<file path="src/rtl/cspg_pkg.sv">
// Package for the counted step pulse generator core.
// Holds command codes, sequencer states, constants and payload structs.
// No dependencies.
package cspg_pkg;

  localparam int unsigned HzWidth    = 20;
  localparam int unsigned StepsWidth = 32;
  localparam int unsigned TickWidth  = 16;
  localparam int unsigned BitIdxWidth = 5;

  localparam logic [HzWidth-1:0]   TICKS_PER_SEC = 20'd1000000;
  localparam logic [HzWidth-1:0]   PERIOD_MIN    = 20'd2;
  localparam logic [HzWidth-1:0]   PERIOD_MAX    = 20'd65535;

  typedef enum logic [1:0] {
    CMD_TICK     = 2'd0,
    CMD_MOVE     = 2'd1,
    CMD_SET_PINS = 2'd2,
    CMD_UNUSED   = 2'd3
  } cmd_t;

  typedef enum logic {
    REG_ENABLE_ACTIVE_LOW = 1'b0,
    REG_DIRECTION_INVERT  = 1'b1
  } reg_index_t;

  typedef enum logic [1:0] {
    ST_IDLE,
    ST_DIV,
    ST_RESP
  } state_t;

  typedef struct packed {
    logic [1:0]            cmd;
    logic [StepsWidth-1:0] step_count;
    logic [HzWidth-1:0]    step_rate_hz;
    logic                  dir_positive;
    logic                  enable_request;
  } in_item_t;

  typedef struct packed {
    logic step_level;
    logic dir_level;
    logic enable_level;
    logic busy_res;
    logic done_res;
    logic accepted;
  } out_item_t;

endpackage

</file>
<file path="src/rtl/counted_step_pulse_generator_core.sv">
// Counted step pulse generator top level: command decode, tick logic,
// bit-serial period divider and result register.
// Depends on cspg_pkg.

// One transfer in gives one transfer out. Ticks, pin updates, refused moves
// and unused commands are accepted in the idle state and present the result
// on the next cycle; no new item is taken until that result transfer is done.
// An accepted move runs the period divide 1000000 / step_rate_hz through a
// restoring divider that resolves one quotient bit per cycle, and registers
// the result when the last bit is resolved. The input is stalled from accept
// until the result transfer completes.
module counted_step_pulse_generator_core (
  input  logic                clk,
  input  logic                rst,
  input  logic                in_valid,
  output logic                in_stall,
  input  cspg_pkg::in_item_t  in_data,
  output logic                out_valid,
  input  logic                out_stall,
  output cspg_pkg::out_item_t out_data,
  input  logic                cfg_we,
  input  logic                cfg_index,
  input  logic                cfg_data
);
  import cspg_pkg::*;

  state_t state, state_next;

  logic enable_active_low;
  logic direction_invert;

  logic [TickWidth-1:0]  period_ticks;
  logic [TickWidth-1:0]  high_ticks;
  logic [TickWidth-1:0]  tick_counter;
  logic [StepsWidth-1:0] steps_left;
  logic                  moving_flag;
  logic                  dir_pin;
  logic                  enable_pin;

  logic [HzWidth-1:0]     div_hz;
  logic [StepsWidth-1:0]  pend_steps;
  logic [HzWidth-1:0]     rem;
  logic [HzWidth-1:0]     quo;
  logic [BitIdxWidth-1:0] bit_idx;

  logic             in_fire;
  logic             move_ok;
  logic             cur_level;
  logic             wrap;
  logic [TickWidth:0] tick_inc;
  logic [StepsWidth-1:0] steps_dec;

  logic [HzWidth:0]   r_sh;
  logic               fits;
  logic [HzWidth:0]   r_new;
  logic [HzWidth-1:0] quo_new;
  logic [HzWidth-1:0] period_full;
  logic [TickWidth-1:0] period_new;

  out_item_t idle_res;
  out_item_t div_res;

  assign in_fire   = in_valid && !in_stall;
  assign move_ok   = !moving_flag && (in_data.step_count != '0) && (in_data.step_rate_hz != '0);
  assign cur_level = moving_flag && (tick_counter < high_ticks);
  assign tick_inc  = {1'b0, tick_counter} + {{TickWidth{1'b0}}, 1'b1};
  assign wrap      = tick_inc >= {1'b0, period_ticks};
  assign steps_dec = (steps_left != '0) ? steps_left - StepsWidth'(1) : steps_left;

  // One restoring divide step
  assign r_sh    = {rem, TICKS_PER_SEC[bit_idx]};
  assign fits    = r_sh >= {1'b0, div_hz};
  assign r_new   = fits ? r_sh - {1'b0, div_hz} : r_sh;
  assign quo_new = {quo[HzWidth-2:0], fits};

  always_comb begin
    period_full = quo_new;
    if (quo_new < PERIOD_MIN) begin
      period_full = PERIOD_MIN;
    end else if (quo_new > PERIOD_MAX) begin
      period_full = PERIOD_MAX;
    end
    period_new = period_full[TickWidth-1:0];
  end

  always_comb begin
    idle_res              = '0;
    idle_res.step_level   = cur_level;
    idle_res.dir_level    = dir_pin;
    idle_res.enable_level = enable_pin;
    idle_res.busy_res     = moving_flag;
    case (in_data.cmd)
      CMD_TICK: begin
        if (moving_flag && wrap && (steps_dec == '0)) begin
          idle_res.busy_res = 1'b0;
          idle_res.done_res = 1'b1;
        end
      end
      CMD_SET_PINS: begin
        idle_res.dir_level    = in_data.dir_positive ^ direction_invert;
        idle_res.enable_level = in_data.enable_request ^ enable_active_low;
      end
      default: ;
    endcase
  end

  always_comb begin
    div_res              = '0;
    div_res.step_level   = ((period_new >> 1) != '0);
    div_res.dir_level    = dir_pin;
    div_res.enable_level = enable_pin;
    div_res.busy_res     = 1'b1;
    div_res.accepted     = 1'b1;
  end

  always_comb begin
    state_next = state;
    case (state)
      ST_IDLE: begin
        if (in_fire) begin
          if (in_data.cmd == CMD_MOVE && move_ok) begin
            state_next = ST_DIV;
          end else begin
            state_next = ST_RESP;
          end
        end
      end
      ST_DIV: begin
        if (bit_idx == '0) begin
          state_next = ST_RESP;
        end
      end
      ST_RESP: begin
        if (!out_stall) begin
          state_next = ST_IDLE;
        end
      end
      default: state_next = ST_IDLE;
    endcase
  end

  always_comb begin
    in_stall  = (state != ST_IDLE);
    out_valid = (state == ST_RESP);
  end

  always_ff @(posedge clk) begin
    if (rst) begin
      state             <= ST_IDLE;
      enable_active_low <= 1'b1;
      direction_invert  <= 1'b0;
      period_ticks      <= '0;
      high_ticks        <= '0;
      tick_counter      <= '0;
      steps_left        <= '0;
      moving_flag       <= 1'b0;
      dir_pin           <= 1'b1;
      enable_pin        <= 1'b1;
      bit_idx           <= '0;
    end else begin
      state <= state_next;

      if (cfg_we) begin
        case (cfg_index)
          REG_ENABLE_ACTIVE_LOW: enable_active_low <= cfg_data;
          REG_DIRECTION_INVERT:  direction_invert  <= cfg_data;
          default: ;
        endcase
      end

      if (state == ST_IDLE && in_fire) begin
        out_data <= idle_res;
        case (in_data.cmd)
          CMD_TICK: begin
            if (moving_flag) begin
              if (wrap) begin
                tick_counter <= '0;
                steps_left   <= steps_dec;
                if (steps_dec == '0) begin
                  moving_flag <= 1'b0;
                end
              end else begin
                tick_counter <= tick_inc[TickWidth-1:0];
              end
            end
          end
          CMD_MOVE: begin
            if (move_ok) begin
              div_hz     <= in_data.step_rate_hz;
              pend_steps <= in_data.step_count;
              rem        <= '0;
              quo        <= '0;
              bit_idx    <= BitIdxWidth'(HzWidth - 1);
            end
          end
          CMD_SET_PINS: begin
            dir_pin    <= in_data.dir_positive ^ direction_invert;
            enable_pin <= in_data.enable_request ^ enable_active_low;
          end
          default: ;
        endcase
      end

      if (state == ST_DIV) begin
        rem     <= r_new[HzWidth-1:0];
        quo     <= quo_new;
        bit_idx <= bit_idx - BitIdxWidth'(1);
        if (bit_idx == '0) begin
          period_ticks <= period_new;
          high_ticks   <= period_new >> 1;
          tick_counter <= '0;
          steps_left   <= pend_steps;
          moving_flag  <= 1'b1;
          out_data     <= div_res;
        end
      end
    end
  end

  a_period_valid: assert property (@(posedge clk) disable iff (rst)
    moving_flag |-> (period_ticks >= TickWidth'(2)) && (high_ticks == (period_ticks >> 1)))
    else $error("period out of range while moving");

  a_counter_bound: assert property (@(posedge clk) disable iff (rst)
    moving_flag |-> tick_counter < period_ticks)
    else $error("tick counter beyond period");

  a_done_clears_busy: assert property (@(posedge clk) disable iff (rst)
    (out_valid && out_data.done_res) |-> !out_data.busy_res && !moving_flag)
    else $error("done reported while still moving");

  a_div_holds_input: assert property (@(posedge clk) disable iff (rst)
    (state == ST_DIV) |-> in_stall && !out_valid)
    else $error("handshake open during divide");

endmodule

</file>
<file path="config.mk">
export PLATFORM = sky130hd
export DESIGN_NAME = counted_step_pulse_generator_core
export DESIGN_NICKNAME = d
export VERILOG_FILES = /design/src/rtl/cspg_pkg.sv /design/src/rtl/counted_step_pulse_generator_core.sv
export SDC_FILE = /design/constraint.sdc
export NUM_CORES = 1
export LEC_CHECK = 0
export ABC_AREA = 1
export BUFFER_PORTS_ARGS = -buffer_cell sky130_fd_sc_hd__buf_4
export CELL_PAD_IN_SITES_DETAIL_PLACEMENT = 0
export CELL_PAD_IN_SITES_GLOBAL_PLACEMENT = 1
export CORE_MARGIN = 10
export CORE_UTILIZATION = 49
export DETAILED_ROUTE_END_ITERATION = 16
export PLACE_DENSITY = 0.95
export SYNTH_ARGS = -nofsm -noshare
export SYNTH_HDL_FRONTEND = slang
export SYNTH_SLANG_ARGS = --single-unit
</file>
<file path="constraint.sdc">
create_clock -name clk -period 10.9 [get_ports clk]
set_input_delay 1.635 -clock clk [delete_from_list [all_inputs] [get_ports clk]]
set_output_delay 1.635 -clock clk [all_outputs]
set_load 0.02 [all_outputs]
</file>
* Word-level counts from Yosys, hierarchy flattened *
Memories as Yosys holds them, arrays and structs flattened. A register that Yosys moved wholly into a read port is not among the register bits.
Index checks and enable logic that the tools add are counted.

word-level totals
  memories kept = 1
  ROM bits = 32
  output and inout bits = 8
  bits in registers = 188
  input bits = 63
  word-level logic and storage cells = 119

memory list
  name             words  width  read ports  clocked after Yosys merged registers in  write ports  RTL line                                 text
  (no name shown)  32     1      1           1                                        0            counted_step_pulse_generator_core.sv:71  assign r_sh = {rem, TICKS_PER_SEC[bit_idx]};

operators by class
  magnitude comparators = 6
  reduce and logical (&&, ||, !) cells = 30
  $add $sub $neg = 4
  bitwise gates (word level) = 4
  muxes and demuxes = 46
  eq/ne operators = 7

operators with widths
  cell                                                                     number
  32-bit 2-to-1 mux                                                        7
  16-bit 2-to-1 mux                                                        8
  20-bit 2-to-1 mux                                                        5
  32-bit nonzero test                                                      2
  32-bit logical NOT                                                       1
  32-bit by 1-bit subtractor with 32-bit output (second input constant)    1
  5-bit 2-to-1 mux                                                         6
  21-bit by 20-bit greater-or-equal comparator with 1-bit output           1
  20-bit by 16-bit > comparator with 1-bit output (second input constant)  1
  20-bit by 2-bit < comparator with 1-bit output (second input constant)   1
  20-bit nonzero test                                                      1
  20-bit subtractor                                                        1
  19-bit 2-to-1 mux                                                        1
  6-bit 2-to-1 mux                                                         3
  16-bit by 1-bit adder with 17-bit output (second input constant)         1
  17-bit by 16-bit greater-or-equal comparator with 1-bit output           1
  16-bit by 15-bit < comparator with 1-bit output                          1
  16-bit nonzero test                                                      1
  2-bit 2-to-1 mux                                                         7
  1-bit logical AND                                                        8
  1-bit 2-to-1 mux                                                         8
  2-bit AND reduction                                                      4
  4-bit AND reduction                                                      2
  2-bit nonzero test                                                       4
  12 further kinds                                                         21

* Depth between registers and ports, before layout *
Gate-level depths: netlist (run 1).

  depth after elaboration = 10
  gate-level depth with buffers = 24
  gate-level depth less buffers = 23

* Worst setup path before layout (run 1) *
Ideal clock, no wire load.

  path type = input -> register
  from = input in_data[9] in the netlist's numbering
  to = register div_hz[0], enable pin
  data arrival time = 4.434 ns
  path slack = 6.003 ns
  path buffers = 0
  setup time = 0.462 ns
  stages = 8
  cells stage by stage = nor2_1 -> nand2_1 -> nor2_1 -> nand4_1 -> nand3_1 -> nor2_1 -> nand3_1 -> nor2_1

on the way
  word-level cells in the longest chain between the ends = 3

RTL lines
  what                           RTL line                                  text
  from (decl)                    counted_step_pulse_generator_core.sv:17   input cspg_pkg::in_item_t in_data,
  20-bit nonzero test            counted_step_pulse_generator_core.sv:64   assign move_ok = !moving_flag && (in_data.step_count != '0) && (in_data.step_rate_hz != '0);
  1-bit logical AND              counted_step_pulse_generator_core.sv:64
  4-bit AND reduction (no line)  -
  to (signal assigned)           counted_step_pulse_generator_core.sv:189  div_hz <= in_data.step_rate_hz;
  to (decl)                      counted_step_pulse_generator_core.sv:40   logic [HzWidth-1:0] div_hz;

Every way passes these cells.
A chain may end at the register's enable or synchronous reset.

* Worst setup path after layout (run 1) *
  from = register tick_counter[2]
  to = register steps_left[7]

on the way
  word-level cells in the longest chain between the ends = 8

RTL lines
  what                                                                RTL line                                  text
  from (decl)                                                         counted_step_pulse_generator_core.sv:34   logic [TickWidth-1:0] tick_counter;
  from (signal assigned)                                              counted_step_pulse_generator_core.sv:183  tick_counter <= tick_inc[TickWidth-1:0];
  16-bit by 1-bit adder with 17-bit output (*)                        counted_step_pulse_generator_core.sv:66   assign tick_inc = {1'b0, tick_counter} + {{TickWidth{1'b0}}, 1'b1};
  17-bit by 16-bit greater-or-equal comparator with 1-bit output (*)  counted_step_pulse_generator_core.sv:67   assign wrap = tick_inc >= {1'b0, period_ticks};
  32-bit 2-to-1 mux (*)                                               counted_step_pulse_generator_core.sv:176  if (wrap) begin
  32-bit 2-to-1 mux (*)                                               counted_step_pulse_generator_core.sv:175  if (moving_flag) begin
  32-bit 2-to-1 mux (*)                                               counted_step_pulse_generator_core.sv:173  case (in_data.cmd)
  32-bit 2-to-1 mux (*)                                               counted_step_pulse_generator_core.sv:171  if (state == ST_IDLE && in_fire) begin
  32-bit 2-to-1 mux                                                   counted_step_pulse_generator_core.sv:208  if (bit_idx == '0) begin
  32-bit 2-to-1 mux (*)                                               counted_step_pulse_generator_core.sv:204  if (state == ST_DIV) begin
  to (signal assigned)                                                counted_step_pulse_generator_core.sv:178  steps_left <= steps_dec;
  to (signal assigned)                                                counted_step_pulse_generator_core.sv:212  steps_left <= pend_steps;
  to (decl)                                                           counted_step_pulse_generator_core.sv:35   logic [StepsWidth-1:0] steps_left;

Mark *: on every way between the ends. The rest lies on a longest branch, timed or not.

==> results of run 1 <==
## sequential cells by signal, indices dropped and copies added (netlist names), 2 cells and up
name          flops
bit_idx           5
div_hz           20
out_data          6
pend_steps       32
period_ticks     16
quo              19
rem              20
state             2
steps_left       32
tick_counter     16
## through the flow
stage	hold WS, ns	cell area, um^2	worst slack [ns]
floorplan	0.419	10300	6.00
global route	0.472	11700	6.64
global placement	0.423	11100	6.87
CTS	0.453	11700	6.99
finish	0.450	11700	6.98
detailed placement	0.433	11100	6.79
## how the worst max path moves through the flow
stage | start | end | cells past startpoint
6_report | tick_counter[2] | steps_left[7] | 23
2_1_floorplan | in_data[9] | div_hz[0] | 8
3_3_place_gp | in_valid | steps_left[7] | 13
5_1_grt | tick_counter[2] | steps_left[7] | 23
3_5_place_dp | in_valid | steps_left[7] | 13
4_1_cts | tick_counter[2] | steps_left[7] | 23
## tightest hold or removal path, delay by kind of cell (launching register included)
family           cells  cell delay (ns)
DFF                  1             0.32
and+or+nand+nor      2             0.11
## synth_stat cells (2+ instances only)
library cell / number
clkbuf_1: 19
nand4_1: 26
o21bai_1: 3
nand3_2: 3
a21oi_1: 90
buf_2: 6
xor2_1: 25
edfxtp_1: 97
nor2_4: 7
inv_1: 176
nand3b_1: 4
o21ai_1: 5
o211ai_1: 12
nor4_1: 15
nand2_2: 3
o21ai_0: 119
buf_6: 4
dfxtp_1: 77
xnor2_1: 13
buf_4: 2
nor3_1: 13
buf_1: 3
nand3_1: 76
o31ai_1: 2
a31oi_1: 6
nor2_1: 151
a21o_1: 5
inv_2: 5
o22ai_1: 5
nor2_2: 11
a22oi_1: 2
ha_1: 53
a21boi_0: 2
nand2_1: 270
## per-layer routing
| layer | up-vias | share of wire [%] | track usage (%) |
|---|---|---|---|
| met5 | - | 0 | 0 |
| met4 | 0 | 2.1 | 6.28 |
| met3 | 42 | 6.3 | 3.97 |
| met2 | 284 | 47 | 34.5 |
| met1 | 4179 | 45 | 26.7 |
| li1 | 4567 | - | - |
## power by group
| part | leakage, nW | switching [W] | internal (W) |
|---|---|---|---|
| clock network | 0.293 | 0.000308 | 0.000309 |
| logic | 3.41 | 0.000289 | 0.000145 |
| registers | 1.52 | 0.0000193 | 0.000717 |
## cells by family after synthesis
| group | Yosys count | share of synthesized area (%) |
|---|---|---|
| simple gates | 588 | 25.3 |
| compound gates | 258 | 13.6 |
| buf+inv | 215 | 8.24 |
| flops | 174 | 43.1 |
| fa+ha+maj | 54 | 6.61 |
| xor+xnor | 38 | 3.22 |
## area by class of cell
cell class | instances | area, um^2 | share of cell area [%]
Timing Repair Buffer | 74 | 556 | 4.75
Inverter | 181 | 679 | 5.81
Clock buffer | 17 | 425 | 3.64
Multi-Input combinational cell | 938 | 5060 | 43.3
Clock inverter | 15 | 170 | 1.46
Sequential cell | 174 | 4450 | 38.1
Tap cell | 275 | 344 | 2.94
==> impl_metrics.csv, run 1 <==
group,metric,value,unit
floorplanning,initial_core_util,49.5,%
global_routing,grtUsageTotal,20.7,%
critical_path,cp-start-kind,"flip-flop",
synthesis,ys_warn_count,0,
min_path,min_path_cells,2,
clocking,cts_sinks,174,
detailed_routing,vias_per_cell,5.42,
clocking,cts_setup_buffers,0,
final_layout,finalNonFillerCells,1674,
floorplanning,die_w,165,um
critical_path,worst_path_dominant_cell_family,"simple AND/OR/NAND/NOR gates",
clocking,cts_hold_buffers,0,
sta,max-slew-margin-rel,18.2,%
detailed_routing,drt_wl_total,27.4,mm
final_layout,area_growth,13.1,%
detailed_routing,firstDrtPassIters,5,
clocking,insertion_delay,0.45,ns
detailed_routing,ant_nets,0,
sta,fin_setup_tns,0,ns
clocking,cts_resized,0,
global_routing,grt_max_degree,43,
synthesis,synthArstFlopShare,0,%
global_routing,grt_pass1_vias,8915,
synthesis,syn_area_per_cell,7.79,um^2
power,p_leak,5.22,nW
critical_path,rr_worst_depth,23,
floorplanning,core,0.0209,mm^2
global_routing,grt_overflow,0,
placement,io_buffers,70,
critical_path,reg2reg_to,"steps_left[7]",
synthesis,synth_nets,1444,
critical_path,cp.arrival,4.27,ns
final_layout,final_cell_mix,"nand2_1, inv_1, nor2_1",
critical_path,worstPathBufferInverterCount,4,
critical_path,criticalPathCategory,"reg -> reg",
critical_path,end_kind,"flip-flop",
final_layout,drive_above_1_share,10.5,%
detailed_routing,first_iter_violations,667,
sta,finalCritPeriodShare,35.9,%
synthesis,seq_area_frac_synth,43.1,%
sta,max_freq,0.255,GHz
placement,placed_cells,1642,
synthesis,synth_seq_cells,174,
min_path,hp-class,"reg -> reg",
sta,min_period,3.92,ns
synthesis,ys_types,51,
sta,drv_slew,0,
synthesis,yosysTopAreaCell,"edfxtp_1",
floorplanning,rows,53,
clocking,cts-root-buf,"clkbuf_16",
critical_path,r2r_slack,6.98,ns
placement,place.gp.congestion,0.966,
job,drv_cap,0,
clocking,tritoncts,"yes",
synthesis,synth_edf_count,97,
detailed_routing,num_vias,9072,
outcome,status,"completed",
sta,fin_skew,0.0178,ns
sta,rsz0062_at_grt,"false",
detailed_routing,drc,0,
clocking,h-tree-depth,4,
power,peakVddDrop,0.0000963,V
clocking,cts_made_buffers,17,
clocking,clockBufferDepth,2,
final_layout,post-route-util,56.0,%
synthesis,synthTopCellsByArea,"edfxtp_1, dfxtp_1, nand2_1",
global_routing,antenna_found_initial,0,
sta,final_hold_viol_count,0,
final_layout,antennaDiodeCount,0,
clocking,clk_pin_slew,0.08,ns
critical_path,worstPathRequired,11.25,ns
floorplanning,ios,71,
floorplanning,dieArea,0.0273,mm^2
synthesis,synth_top_area_share,28.2,%
critical_path,slowest_delay,0.44,ns
final_layout,fill_cells,1932,
power,powerDensity,153,mW/mm^2
min_path,whs_endpoint,"steps_left[19]",
critical_path,crit_fanout,24,
min_path,hold_start,"pend_steps[19]",
synthesis,ys.flop_type,"edfxtp_1",
synthesis,syn_inst,1327,
critical_path,cp_cell_sequence,"nand2_1 -> nor2_1 -> nand2_1 -> nor2_1 -> inv_1 -> nor2_1 -> inv_1 -> nor2_1 -> nand3_1 -> nor2_2 -> nand3_1 -> xor2_1 -> ha_1 -> inv_1 -> o211ai_1 -> a21oi_4 -> nand4_4 -> nand2_2 -> inv_2 -> nand3_1 -> nand2_1 -> nand2_1 -> o21ai_0",
sta,setup_viol,0,
critical_path,reg2reg_from,"tick_counter[2]",
power,total_power,0.00179,W
floorplanning,die_y,165,um
synthesis,syn_area,0.0103,mm^2
critical_path,crit_path_top_delay_cell,"dfxtp_1",
sta,tightest_slew,1.22,ns
global_routing,grt_first_pass_wirelength,45.2,mm
detailed_routing,wl_per_cell,16.3,um
final_layout,fin_nets,1503,
final_layout,mostFrequentLayoutCell,"nand2_1",
placement,dpl.hpwl,20.6,mm
(Power assumes the default switching activity.)
==> run 2, diff against run 1 <==
Settings changed: CORE_UTILIZATION 49 to 41, PLACE_DENSITY 0.95 to 0.86.
Clock period 10.9 ns to 3.45 ns, I/O delays scaled along.
==> impl_metrics.csv, run 2 (same netlist as run 1, synthesis figures left out) <==
group,metric,value,unit
global_routing,antenna_found_initial,0,
global_routing,grt_first_pass_wirelength,45.8,mm
floorplanning,die_y,179,um
detailed_routing,num_vias,9104,
final_layout,antennaDiodeCount,0,
critical_path,worstPathRequired,3.73,ns
sta,drv_slew,0,
placement,dpl.hpwl,21.7,mm
final_layout,mostFrequentLayoutCell,"nand2_1",
floorplanning,die_w,179,um
sta,rsz0062_at_grt,"true",
global_routing,grtUsageTotal,18.0,%
clocking,cts-root-buf,"clkbuf_16",
detailed_routing,firstDrtPassIters,5,
clocking,cts_made_buffers,17,
outcome,status,"completed",
floorplanning,core,0.0250,mm^2
clocking,h-tree-depth,4,
sta,tightest_slew,0.750,ns
min_path,hold_start,"in_data[16]",
floorplanning,dieArea,0.0320,mm^2
final_layout,area_growth,16.0,%
clocking,tritoncts,"yes",
final_layout,top_regs,"pend_steps: 32 flops, steps_left: 32 flops",
critical_path,cp.arrival,3.50,ns
critical_path,criticalPathCategory,"reg -> reg",
global_routing,grt_max_degree,40,
global_routing,grt_pass1_vias,8884,
detailed_routing,wl_per_cell,16.3,um
critical_path,cp-start-kind,"flip-flop",
floorplanning,initial_core_util,41.3,%
sta,max_freq,0.310,GHz
critical_path,reg2reg_from,"tick_counter[1]",
floorplanning,rows,58,
final_layout,fin_nets,1522,
sta,finalCritPeriodShare,93.5,%
clocking,clk_pin_slew,0.07,ns
clocking,cts_sinks,174,
critical_path,startpoint,"tick_counter[1]",
detailed_routing,drc,0,
floorplanning,ios,71,
sta,fin_skew,0.0125,ns
power,powerDensity,473,mW/mm^2
critical_path,r2r_slack,0.23,ns
placement,place.gp.congestion,0.972,
clocking,cts_hold_buffers,0,
final_layout,finalNonFillerCells,1748,
job,drv_cap,0,
sta,max-slew-margin-rel,49.9,%
sta,min_period,3.22,ns
sta,fin_setup_tns,0,ns
placement,placed_cells,1712,
detailed_routing,ant_nets,0,
detailed_routing,vias_per_cell,5.21,
sta,final_hold_viol_count,0,
power,p_leak,5.34,nW
placement,io_buffers,70,
critical_path,end_kind,"flip-flop",
power,peakVddDrop,0.000298,V
final_layout,drive_above_1_share,12.4,%
detailed_routing,first_iter_violations,622,
critical_path,crit_fanout,10,
clocking,clockBufferDepth,2,
detailed_routing,drt_wl_total,28.6,mm
global_routing,grt_overflow,0,
sta,holdWs,0.266,ns
sta,setup_viol,0,
clocking,insertion_delay,0.43,ns
min_path,hp-class,"in -> reg",
final_layout,final_cell_mix,"nand2_1, inv_1, nor2_1",
-- run 2: worst paths after layout --
check	end	cells past startpoint
worst max-delay path	steps_left[29]	19
worst min-delay path	div_hz[14]	1
worst max register to register	steps_left[29]	19
worst min register to register	steps_left[21]	2
-- run 2: layout make-up --
type                       count  area, um^2
clock buffer                  19         454
clock inverter                13         119
fill                        2403       13000
inverter                     181         692
multi-input combinational    938        5110
sequential                   174        4460
tap                          330         413
timing repair buffer          93         741
-- run 2: per-layer routing --
layer,up-vias,GRT usage (%),share of wire (%)
met2,242,29.9,47
met3,30,3.50,5.3
met4,0,4.96,1.8
met5,-,0,0
li1,4600,-,-
met1,4232,23.5,46
-- run 2: stage by stage --
step | setup slack (ns) | util [%] | total power [W] | area [um^2]
floorplan | 0.483 | - | 0.00336 | 10300
global placement | 0.201 | 45.1 | 0.00376 | 11300
detailed placement | 0.0835 | 45.1 | 0.00377 | 11300
CTS | 0.0109 | 47.5 | 0.00567 | 11900
global route | 0.000961 | 47.9 | 0.00597 | 12000
finish | 0.226 | 47.9 | 0.00567 | 12000
-- run 2: worst max-delay path, cell delays in order (launching register included) --
cell	delay, ns
dfxtp_4	0.37
ha_1	0.21
nand3_2	0.15
nor2_4	0.18
inv_1	0.09
nor3_2	0.18
nand3_1	0.13
xnor2_1	0.17
ha_1	0.34
nand2_1	0.08
nand3b_1	0.15
nor2_1	0.13
nand3b_1	0.16
nand4_4	0.18
nand2_4	0.10
inv_8	0.10
buf_12	0.13
nand2_1	0.05
o21ai_0	0.07
o21ai_0	0.10
-- run 2: what timing repair did --
action                                  in CTS  in global routing
gates cloned                                 0                  1
buffers inserted                             0                  3
gates resized for setup                      1                 20
endpoints found under the setup margin       1                 51
pin swaps                                    0                  4
-- run 2: where the power goes --
part / internal (W) / switching (W)
registers: 0.00227 / 0.0000614
clock network: 0.000998 / 0.000909
logic: 0.000487 / 0.000953
==> run 3, diff against run 2 <==
Settings changed: RECOVER_POWER set to 25.
==> impl_metrics.csv, run 3 (same netlist as run 1, synthesis figures left out) <==
group,metric,value,unit
outcome,status,"completed",
floorplanning,dieArea,0.0320,mm^2
final_layout,top_regs,"pend_steps: 32 flops, steps_left: 32 flops",
global_routing,grt_first_pass_wirelength,45.8,mm
placement,dp_slack,0.0835,ns
final_layout,seqCellArea,0.00446,mm^2
sta,finalCritPeriodShare,93.0,%
sta,rsz0062_at_grt,"true",
detailed_routing,ant_nets,0,
power,peakVddDrop,0.000298,V
sta,setup_viol,0,
detailed_routing,num_vias,9080,
clocking,clockBufferDepth,2,
critical_path,cp-start-kind,"flip-flop",
detailed_routing,vias_per_cell,5.19,
clocking,h-tree-depth,4,
sta,fin_setup_tns,0,ns
final_layout,fin_nets,1522,
placement,place.gp.congestion,0.972,
sta,min_period,3.21,ns
placement,io_buffers,70,
clocking,insertion_delay,0.43,ns
clocking,clk_pin_slew,0.07,ns
job,drv_cap,0,
sta,fin_skew,0.0148,ns
critical_path,end_kind,"flip-flop",
floorplanning,ios,71,
detailed_routing,firstDrtPassIters,5,
sta,max-slew-margin-rel,25.4,%
critical_path,crit_fanout,10,
sta,drv_slew,0,
sta,finalWorstSetupSlack,0.241,ns
min_path,hold_start,"in_data[4]",
global_routing,grt_max_degree,40,
final_layout,final_cell_mix,"nand2_1, inv_1, nor2_1",
placement,post_dp_cell_area,0.0113,mm^2
sta,tightest_slew,1.12,ns
final_layout,mostFrequentLayoutCell,"nand2_1",
final_layout,antennaDiodeCount,0,
critical_path,worstPathRequired,3.73,ns
final_layout,design_area,0.0119,mm^2
min_path,hp-class,"in -> reg",
clocking,cts_sinks,174,
critical_path,criticalPathCategory,"reg -> reg",
detailed_routing,drc,0,
placement,dpl.hpwl,21.7,mm
global_routing,grt_pass1_vias,8884,
floorplanning,rows,58,
detailed_routing,drt_wl_total,28.5,mm
sta,final_hold_viol_count,0,
floorplanning,die_w,179,um
floorplanning,die_y,179,um
final_layout,fill_cells,2447,
critical_path,cp.arrival,3.49,ns
critical_path,startpoint,"tick_counter[0]",
floorplanning,initial_core_util,41.3,%
detailed_routing,first_iter_violations,634,
global_routing,antenna_found_initial,0,
final_layout,drive_above_1_share,10.0,%
clocking,cts-root-buf,"clkbuf_16",
power,powerDensity,477,mW/mm^2
power,p_leak,5.21,nW
clocking,tritoncts,"yes",
final_layout,area_growth,14.7,%
critical_path,r2r_slack,0.24,ns
global_routing,grt_overflow,0,
detailed_routing,wl_per_cell,16.3,um
final_layout,multi_input_area,0.00511,mm^2
clocking,cts_made_buffers,17,
floorplanning,core,0.0250,mm^2
sta,max_freq,0.312,GHz
critical_path,reg2reg_from,"tick_counter[0]",
global_routing,grtUsageTotal,18.0,%
[run 3: cell types whose count changed in the layout (fill, tap and decap cells not counted)]
| cell | delta |
|---|---|
| clkbuf_4 | +20 |
| clkbuf_1 | +34 |
| buf_4 | -54 |
[run 3: layer usage]
metal  part of all wire (%)  vias to the layer above  GRT usage [%]
li1                       -                     4602              -
met1                     46                     4230           23.5
met3                    4.7                       34           3.50
met5                      0                        -              0
met4                    1.8                        0           4.96
met2                     47                      214           29.9
[run 3: final cells by class]
| cell class | instances | share of cell area [%] |
|---|---|---|
| Multi-Input combinational cell | 938 | 43.1 |
| Sequential cell | 174 | 37.6 |
| Inverter | 181 | 5.83 |
| Timing Repair Buffer | 93 | 5.17 |
| Clock buffer | 19 | 3.83 |
| Tap cell | 330 | 3.48 |
| Clock inverter | 13 | 1.00 |
[run 3: final timing paths]
kind | endpoint | cells past startpoint
setup / recovery | steps_left[29] | 22
hold / removal | div_hz[2] | 1
setup reg to reg | steps_left[29] | 22
hold reg to reg | steps_left[21] | 2
[run 3: where the power goes]
part	switching (W)	internal [W]	leakage (nW)
Combinational	0.000956	0.000471	3.40
Sequential	0.0000611	0.00227	1.52
Clock	0.000913	0.000998	0.289
[run 3: critical path, cell delays in order (launching register included)]
cell and delay, ns:
dfxtp_2 0.34, inv_1 0.07, nor2_2 0.13, nand2_2 0.07, nor2_1 0.09, inv_1 0.07, nor2_1 0.08, inv_1 0.06
nor2_2 0.15, nand3_2 0.12, nor2_4 0.13, nand3_2 0.09, xor2_2 0.29, ha_4 0.26, inv_1 0.06, o211ai_1 0.11
a21oi_4 0.17, nand4_4 0.15, nand2_4 0.15, inv_8 0.06, buf_12 0.14, o21ai_0 0.15, o21ai_0 0.09
[run 3: timing repair]
item                                    4_1_cts  5_1_grt
hold buffers                                  0        0
gates cloned                                  0        1
hold endpoints to repair                      0        0
buffers inserted                              0        3
endpoints found under the setup margin        1       51
resized for setup                             1       20
pin swaps                                     0        4
[run 3: stage by stage]
step,std cells,power (W),hold slack (ns),utilization (%)
floorplan,1327,0.00336,0.419,-
global placement,1712,0.00376,0.426,45.1
detailed placement,1712,0.00377,0.438,45.1
CTS,1744,0.00567,0.250,47.5
global route,1748,0.00595,0.271,47.4
finish,1748,0.00566,0.288,47.4
